==> src/rtl/psa_ram.sv <==
`timescale 1ns / 1ps
`default_nettype none

module psa_ram #(
  parameter int WIDTH = 8,
  parameter int DEPTH = 64
) (
  input  logic                     clk,
  input  logic                     we,
  input  logic [$clog2(DEPTH)-1:0] waddr,
  input  logic [WIDTH-1:0]         wdata,
  input  logic [$clog2(DEPTH)-1:0] raddr,
  output logic [WIDTH-1:0]         rdata
);

  logic [WIDTH-1:0] mem [DEPTH];

  always_ff @(posedge clk) begin
    if (we) begin
      mem[waddr] <= wdata;
    end
    rdata <= mem[raddr];
  end

endmodule

`default_nettype wire

==> config.mk <==
export PLATFORM = sky130hd
export DESIGN_NAME = psa_ram
export DESIGN_NICKNAME = d
export VERILOG_FILES = /design/src/rtl/psa_ram.sv
export SDC_FILE = /design/constraint.sdc
export NUM_CORES = 1
export LEC_CHECK = 0
export BUFFER_PORTS_ARGS = -buffer_cell sky130_fd_sc_hd__buf_2
export CORE_ASPECT_RATIO = 1.4
export CORE_MARGIN = 3
export CORE_UTILIZATION = 40
export CTS_CLUSTER_DIAMETER = 80
export DETAILED_ROUTE_END_ITERATION = 6
export GPL_TIMING_DRIVEN = 1
export HOLD_SLACK_MARGIN = 0.02
export PLACE_DENSITY_LB_ADDON = 0.1
export SETUP_SLACK_MARGIN = 0.1
export SYNTH_ARGS = -nofsm -noshare
export SYNTH_HDL_FRONTEND = slang
export SYNTH_SLANG_ARGS = --single-unit
==> constraint.sdc <==
create_clock -name clk -period 5 [get_ports clk]
set_input_delay 1 -clock clk [delete_from_list [all_inputs] [get_ports clk]]
set_output_delay 1 -clock clk [all_outputs]
set_load 0.02 [all_outputs]
==> key figures, run 1 <==
Route
  • Remaining antenna violation count: 0
  • Met3 routed WL: 1.76 mm
  • Via count: between 9k and 10k
  • Met2 wire len: 25.4 mm
  • Routed vias/inst: ~5.6
  • Iter 0 DRT Violations: slightly below 800
  • Max layer used: met5
  • DRC errors left: 0
  • Routed wire length: between 40 and 50 mm
  • WL/cell: around 30 um
  • First-pass DRT Iterations: 5
  • Metal-1 WL: between 20 and 25 mm

GRT
  • Vias in the first global route: slightly above 10k
  • First-pass GRT wire length: 71.9 mm
  • Global route overflow: 0
  • Total global-route track usage: about a fifth
  • Largest net degree at the start of global routing: 65
  • Initial antenna violation count: 3

Floorplanning
  • Core Rows: 96
  • Starting Density: 40.8%
  • Die W: between 150 and 200 um
  • Chip height: 272 um
  • I/O pin count: 30
  • Die area: roughly 0.053 sq mm
  • CORE AREA: 0.0495 sq mm

Clock tree
  • Cts repair resizes: 0
  • Post-CTS setup buffers: 0
  • TritonCTS Buffers: 50
  • Clock Latency Late Sink: 580 ps
  • Clock sink total: 520
  • CTS tree: yes
  • Clock-pin slew on the worst setup and hold paths: 60 ps
  • CTS Hold Bufs: 0
  • Clk buf depth: 3
  • CTS Root Cell: clkbuf_16
  • H-tree levels: 2

Setup path
  • Setup CP Type: input port to flip-flop
  • Crit path required time: around 5400 ps
  • Crit path launch type: input port
  • Critical path peak fanout: 39
  • CP cell instances: buf_4 > mux4_2 > mux2_2 > a221oi_1 > o2bb2ai_1
  • FF-to-FF End: rdata[0]
  • CP max-delay cell: a221oi_1
  • Setup crit end kind: flip-flop
  • Slowest stage delay, CP: about 960 ps
  • Reg-to-reg startpoint: mem[46][0]
  • R2R Setup Slk: ~2600 ps
  • Worst Reg-to-Reg Cells: 4
  • Critical path arrival: roughly 3600 ps

STA
  • RSZ-0062 raised after global routing: false
  • Max-slew violations: 0
  • Setup TNS Final: 0 ps
  • Max Clock Skew: about 21 ps
  • Worst Tran Pin Value: about 1100 ps
  • Period utilization: between 60 and 70%
  • Final hold violation count: 0
  • Final setup viols: 0
  • Max-Slew Margin vs Limit: 23.8%
  • Peak Freq: approximately 320 MHz
  • Final min period: 3150 ps

Synth
  • Post-synthesis adder-cell area fraction: 0%
  • Number of library cell types mapped by synthesis: 40
  • Synth Area in Compound Gates: 2.07%
  • Flops & latches, synth: 520
  • Syn nets: 962
  • Post-synthesis sequential area ratio: ~77%
  • Synthesized cell area: approximately 0.020 sq mm
  • Largest family of logic cells by synthesized area: multiplexers
  • Fraction of synthesized area in multiplexers: approximately 16%
  • YS warnings: 0
  • Number of synthesized flops with an enable pin: between 500 and 600
  • Post-synth top flop: edfxtp_1
  • Fraction of registers with async set/reset: 0%
  • XOR/XNOR Fraction of Synth Area: 0%
  • Synth Area per Inst: 21.5 sq um
  • Post-Synth Simple-Gate Area: roughly 3.4%
  • Synth Instances: 940

Cells and area
  • Fraction of layout cells with a size suffix above 1: 26.1%
  • Final net count: 1012
  • Most frequent cells in the layout: 512 x edfxtp_1, 126 x mux4_2, 83 x nor2_1, 51 x clkbuf_16, 26 x buf_2
  • Commonest non-fill, non-tap cell in the layout: edfxtp_1
  • Layout Area Growth over Synthesis: 12.0%
  • Post-Layout Cell Count: 1669

Place
  • Placed Cells: about 1.6k
  • IO buf count: 29
  • HPWL Detailed: just under 30 mm
  • Final RePlAce weighted congestion: 0.793

Power
  • Sw Ratio: a little over a fifth
  • Internal power: about 7100 uW
  • Sequential share of power: 53.7%
  • Total design power: 9020 uW
  • Comb power frac: under 10%
  • P_leak: about 0.007 uW
  • Power per Cell Area: about 400 mW/mm^2
  • Clk pwr share: around two fifths
  • VDD IR max: 0.296 mV
  • Sw Pwr: around 1900 uW

Outcome
  • Status: finished, final reports clean

Min path
  • Hold Path End: rdata[6]
  • Worst hold path startpoint: mem[30][6]
  • Hold Path Class: flip-flop to flip-flop
  • Hold depth: 3

Job
  • MaxCap Viol Count: 0
==> synth_stat cells (2+ instances only) <==
master     instances  share of area (%)
nor4_1             2              0.062
o32ai_1            2              0.087
clkbuf_1          17               0.32
nor2_1            83                1.5
buf_12             2               0.20
o221ai_1           8               0.35
a211oi_1           4               0.15
o21a_1             2              0.074
o21ai_0            2              0.050
a2111oi_0          2              0.087
o221a_2            2               0.11
o21ai_1            2              0.050
mux2_2            13               0.73
buf_1              4              0.074
nand3_1           13               0.32
a21oi_1            3              0.074
nand2_1           19               0.35
mux4_2           126                 14
o22ai_1            8               0.25
o41ai_1            2              0.087
nand3b_1           3               0.11
nand2b_1           7               0.22
o2bb2ai_1          3               0.13
a221oi_1           6               0.26
buf_2             11               0.27
buf_4             13               0.48
edfxtp_1         512                 76
buf_6              4               0.22
o2111ai_1          3               0.13
a22oi_1            3               0.11
dfxtp_1            8               0.79
nor3_1             7               0.17
nor2b_1           14               0.43
nand4_1            2              0.062
mux2i_1           23                1.1
==> sequential cells by signal, indices dropped and copies added (netlist names) <==
register	count
mem	512
rdata	8
==> cell type report <==
class | instances | area [sq um]
Clock buffer | 65 | 1390
Clock inverter | 28 | 214
Sequential cell | 520 | 15500
Timing Repair Buffer | 49 | 334
Fill cell | 4251 | 26900
Antenna cell | 1 | 2.50
Tap cell | 637 | 797
Multi-Input combinational cell | 369 | 4330
==> worst max-delay path, delay by kind of cell <==
kind | cells | cell delay (ps)
buf+inv | 1 | 510
compound gates | 2 | 1110
mux | 2 | 920
==> metal layers <==
| metal | vias to the layer above | global-route usage (%) |
|---|---|---|
| met5 | - | 0 |
| li1 | 4024 | - |
| met4 | 2 | 5.56 |
| met2 | 197 | 31.8 |
| met1 | 5034 | 25.1 |
| met3 | 79 | 2.92 |
==> power groups by stage <==
stage / Combinational, uW / Sequential [uW] / Clock (uW)
2_1_floorplan: 257 / 4930 / 0
3_3_place_gp: 468 / 4930 / 0
3_5_place_dp: 470 / 4930 / 0
4_1_cts: 472 / 4840 / 3800
5_1_grt: 493 / 4840 / 3960
6_report: 459 / 4840 / 3720
==> stage by stage <==
| stage | setup slack [ps] | cell area [sq um] | util [%] | hold WS [ps] |
|---|---|---|---|---|
| floorplan | 2330 | 20200 | - | 718 |
| detailed placement | 1130 | 21000 | 42.4 | 804 |
| finish | 1850 | 22600 | 45.7 | 833 |
| CTS | 1750 | 22600 | 45.7 | 842 |
| global placement | 1150 | 21000 | 42.4 | 791 |
| global route | 1630 | 22600 | 45.7 | 883 |
==> logic make-up (layout without fill, tap and decap cells) <==
kind of cell | after synthesis | after routing
AND/OR/NAND/NOR | 153 | 153
multiplexers | 162 | 162
buffers and inverters | 51 | 142
other | 0 | 1
AO/OA/AOI/OAI | 54 | 54
flip-flops | 520 | 520
==> how the worst max path moves through the flow <==
stage | slack [ps] | endpoint | from | cells past startpoint
6_report | 1850 | rdata[0] | raddr[1] | 5
5_1_grt | 1630 | rdata[0] | raddr[0] | 6
4_1_cts | 1750 | rdata[0] | raddr[0] | 6
3_5_place_dp | 1130 | rdata[0] | raddr[1] | 5
3_3_place_gp | 1150 | rdata[0] | raddr[0] | 6
2_1_floorplan | 2330 | rdata[3] | raddr[1] | 7
No activity file was read; power rests on OpenSTA's default activity.
==> inputs of run 2 (changes only) <==
Settings changed: ABC_AREA from default to 1.
Clock period 5 ns to 3.1 ns, I/O delays scaled along.
==> run 2 against run 1 <==
- sequential power grew 61%
- via count rose by 48%
- non-clock buffer count increased by 82
- final area increased by 6.9%
- setup slack got worse by 610 ps
- sequential share of layout area is 4.4 points lower
- largest power group unchanged
- critical path depth decreased by 4
- synthesized cell count increased by 92%
- worst hold slack lost 400 ps
- critical path type is now flip-flop to primary output
- global-route usage increased by 2.2 points
==> key figures, run 2 <==
GRT
  • Vias in the first global route: around 14k
  • Met3 GRT Util: 2.24%
  • GR peak layer: met2
  • Global route overflow: 0
  • GRT met2 Usage: between 30 and 40%
  • First-pass GRT wire length: 89.0 mm
  • Total global-route track usage: approximately a fifth
  • Largest net degree at the start of global routing: 94
  • Initial antenna violation count: 1
  • Met1 GRT Util: around 27%

STA
  • Period utilization: 60.0%
  • Peak Freq: between 500 and 600 MHz
  • Final hold violation count: 0
  • RSZ-0062 raised after global routing: false
  • Max-Slew Margin vs Limit: 39.1%
  • Final min period: ~1900 ps
  • Worst Tran Pin Value: roughly 910 ps
  • Setup TNS Final: 0 ps
  • Max-slew violations: 0
  • Worst hold slack: 429 ps
  • Final setup viols: 0
  • Max Clock Skew: 11.2 ps

Clock tree
  • CTS tree: yes
  • Cts repair resizes: 0
  • Clock-pin slew on the worst setup and hold paths: around 60 ps
  • CTS Hold Bufs: 0
  • Post-CTS setup buffers: 0
  • Clock Latency Late Sink: roughly 560 ps
  • CTS Root Cell: clkbuf_16
  • H-tree levels: 2
  • TritonCTS Buffers: 49
  • Clock sink total: 520
  • Clk buf depth: 3

Setup path
  • R2R Setup Slk: 1700 ps
  • Crit. Startpoint: rdata[3]
  • Crit path required time: about 2500 ps
  • CP max-delay cell: dfxtp_1
  • Crit path launch type: flip-flop
  • Setup crit end kind: primary output
  • CP cell instances: buf_2
  • Critical path peak fanout: 1
  • CP delay by family, top: flip-flops
  • Reg-to-reg startpoint: mem[42][0]
  • Setup CP Type: flip-flop to primary output
  • Critical path arrival: around 1200 ps
  • Slowest stage delay, CP: between 400 and 500 ps
  • CP Buf/Inv Count: 1

Route
  • Routed wire length: roughly 60 mm
  • Iter 0 DRT Violations: ~1.1k
  • Via count: roughly 14k
  • Remaining antenna violation count: 0
  • DRC errors left: 0
  • Routed vias/inst: approximately 5.3
  • WL/cell: roughly 23 um
  • First-pass DRT Iterations: 5

Place
  • HPWL Detailed: roughly 35 mm
  • IO buf count: 29
  • Final RePlAce weighted congestion: approximately 0.87

Synth
  • Synth top area cells: edfxtp_1 72%, nand2_1 11%, nand3_1 10%
  • Synth Area per Inst: 11.8 sq um
  • Post-synthesis adder-cell area fraction: 0%
  • Largest family of logic cells by synthesized area: simple AND/OR/NAND/NOR gates
  • Synth Area in Compound Gates: 0%
  • Number of synthesized flops with an enable pin: about 510
  • Flops & latches, synth: 520
  • Yosys top cell area share: roughly 72%
  • YS warnings: 0
  • Number of library cell types mapped by synthesis: 16
  • Post-synthesis sequential area ratio: ~73%
  • Post-Synth Simple-Gate Area: a little under a quarter
  • Syn nets: around 1.8k
  • Synthesized cell area: 0.0213 sq mm
  • Post-synth top flop: edfxtp_1
  • Fraction of registers with async set/reset: 0%
  • Largest area contributor in the synthesized netlist: edfxtp_1
  • Synth Instances: between 1.5k and 2k
  • XOR/XNOR Fraction of Synth Area: 0%
  • Most numerous cell in the Yosys netlist: nand2_1
  • Fraction of synthesized area in multiplexers: 0%
  • Post-synth top cells: 648 x nand2_1, 512 x edfxtp_1, 439 x nand3_1

Cells and area
  • Largest register FFs: 512
  • Filler cells: 4845
  • Commonest non-fill, non-tap cell in the layout: nand2_1
  • Multi-input logic area: roughly 0.005 sq mm
  • Antenna diodes: 0
  • FF/Latch Area: 0.0155 sq mm
  • Final net count: 1896
  • Largest regs: mem x512, rdata x8
  • Most frequent cells in the layout: 648 x nand2_1, 512 x edfxtp_1, 439 x nand3_1, 83 x buf_4, 56 x nor2_1
  • Fraction of layout cells with a size suffix above 1: between 10% and 20%
  • Register bank with the most flops: mem
  • Layout Area Growth over Synthesis: 13.2%

Power
  • Power per Cell Area: roughly 610 mW/mm^2
  • P_leak: a little under 0.009 uW
  • Total design power: approximately 15000 uW
  • VDD IR max: just over 0.4 mV

Floorplanning
  • Die W: about 200 um
  • I/O pin count: 30
  • Starting Density: approximately two fifths
  • Chip height: around 280 um
  • CORE AREA: 0.0524 sq mm
  • Die area: about 0.056 sq mm
  • Core Rows: 99

Min path
  • Worst hold path startpoint: raddr[5]
  • Hold Path Class: input port to flip-flop

Outcome
  • Status: finished, final reports clean

Job
  • MaxCap Viol Count: 0
[run 2: cell count changes after synthesis, sizes merged, moves of 8 or more]
cell / delta
nand2: +629
mux2i: -23
buf: +64
o221ai: -8
nand3: +426
mux4: -126
mux2: -13
nor2b: -14
inv: +12
nor2: -27
o22ai: -8
[run 2: layout make-up]
| cell class | instances | share of cell area, % |
|---|---|---|
| clock buffer | 56 | 5.19 |
| clock inverter | 31 | 1.26 |
| inverter | 12 | 0.228 |
| multi-input combinational | 1160 | 20.5 |
| sequential | 520 | 64.3 |
| tap | 707 | 3.66 |
| timing repair buffer | 131 | 4.85 |
[run 2: stage by stage]
step	cells	utilization (%)	area, sq um	worst slack (ps)
after floorplan	1805	-	21300	714
after global placement	2530	43.1	22600	696
after detailed placement	2530	43.1	22600	741
after CTS	2617	46.1	24200	1180
after global routing	2617	46.1	24200	1230
final	2617	46.1	24200	1240
[run 2: metal layers]
layer	vias to the layer above	part of all wire (%)
met3	91	4.4
met1	6909	42
li1	6473	-
met2	379	51
met4	2	2.9
met5	-	0.015
[run 2: worst min-delay path, delay by kind of cell]
| kind | cells | cell delay [ps] |
|---|---|---|
| buffers and inverters | 1 | 170 |
| and+or+nand+nor | 2 | 150 |
[run 2: cells by family (layout without fill, tap and decap cells)]
group / after synthesis / after routing
and+or+nand+nor: 1160 / 1160
buffers and inverters: 125 / 230
DFF: 520 / 520
[run 2: power by group]
part | switching, uW | total, uW | internal [uW]
clock | 2570 | 5960 | 3390
combinational | 727 | 983 | 256
sequential | 31.6 | 7810 | 7780
total | 3320 | 14800 | 11400
[run 2: path summary, 6_finish.rpt]
| kind | cells after the start | to |
|---|---|---|
| max reg2reg | 8 | rdata[0] |
| min | 3 | rdata[4] |
| min reg2reg | 8 | rdata[2] |
| max | 1 | rdata[3] |
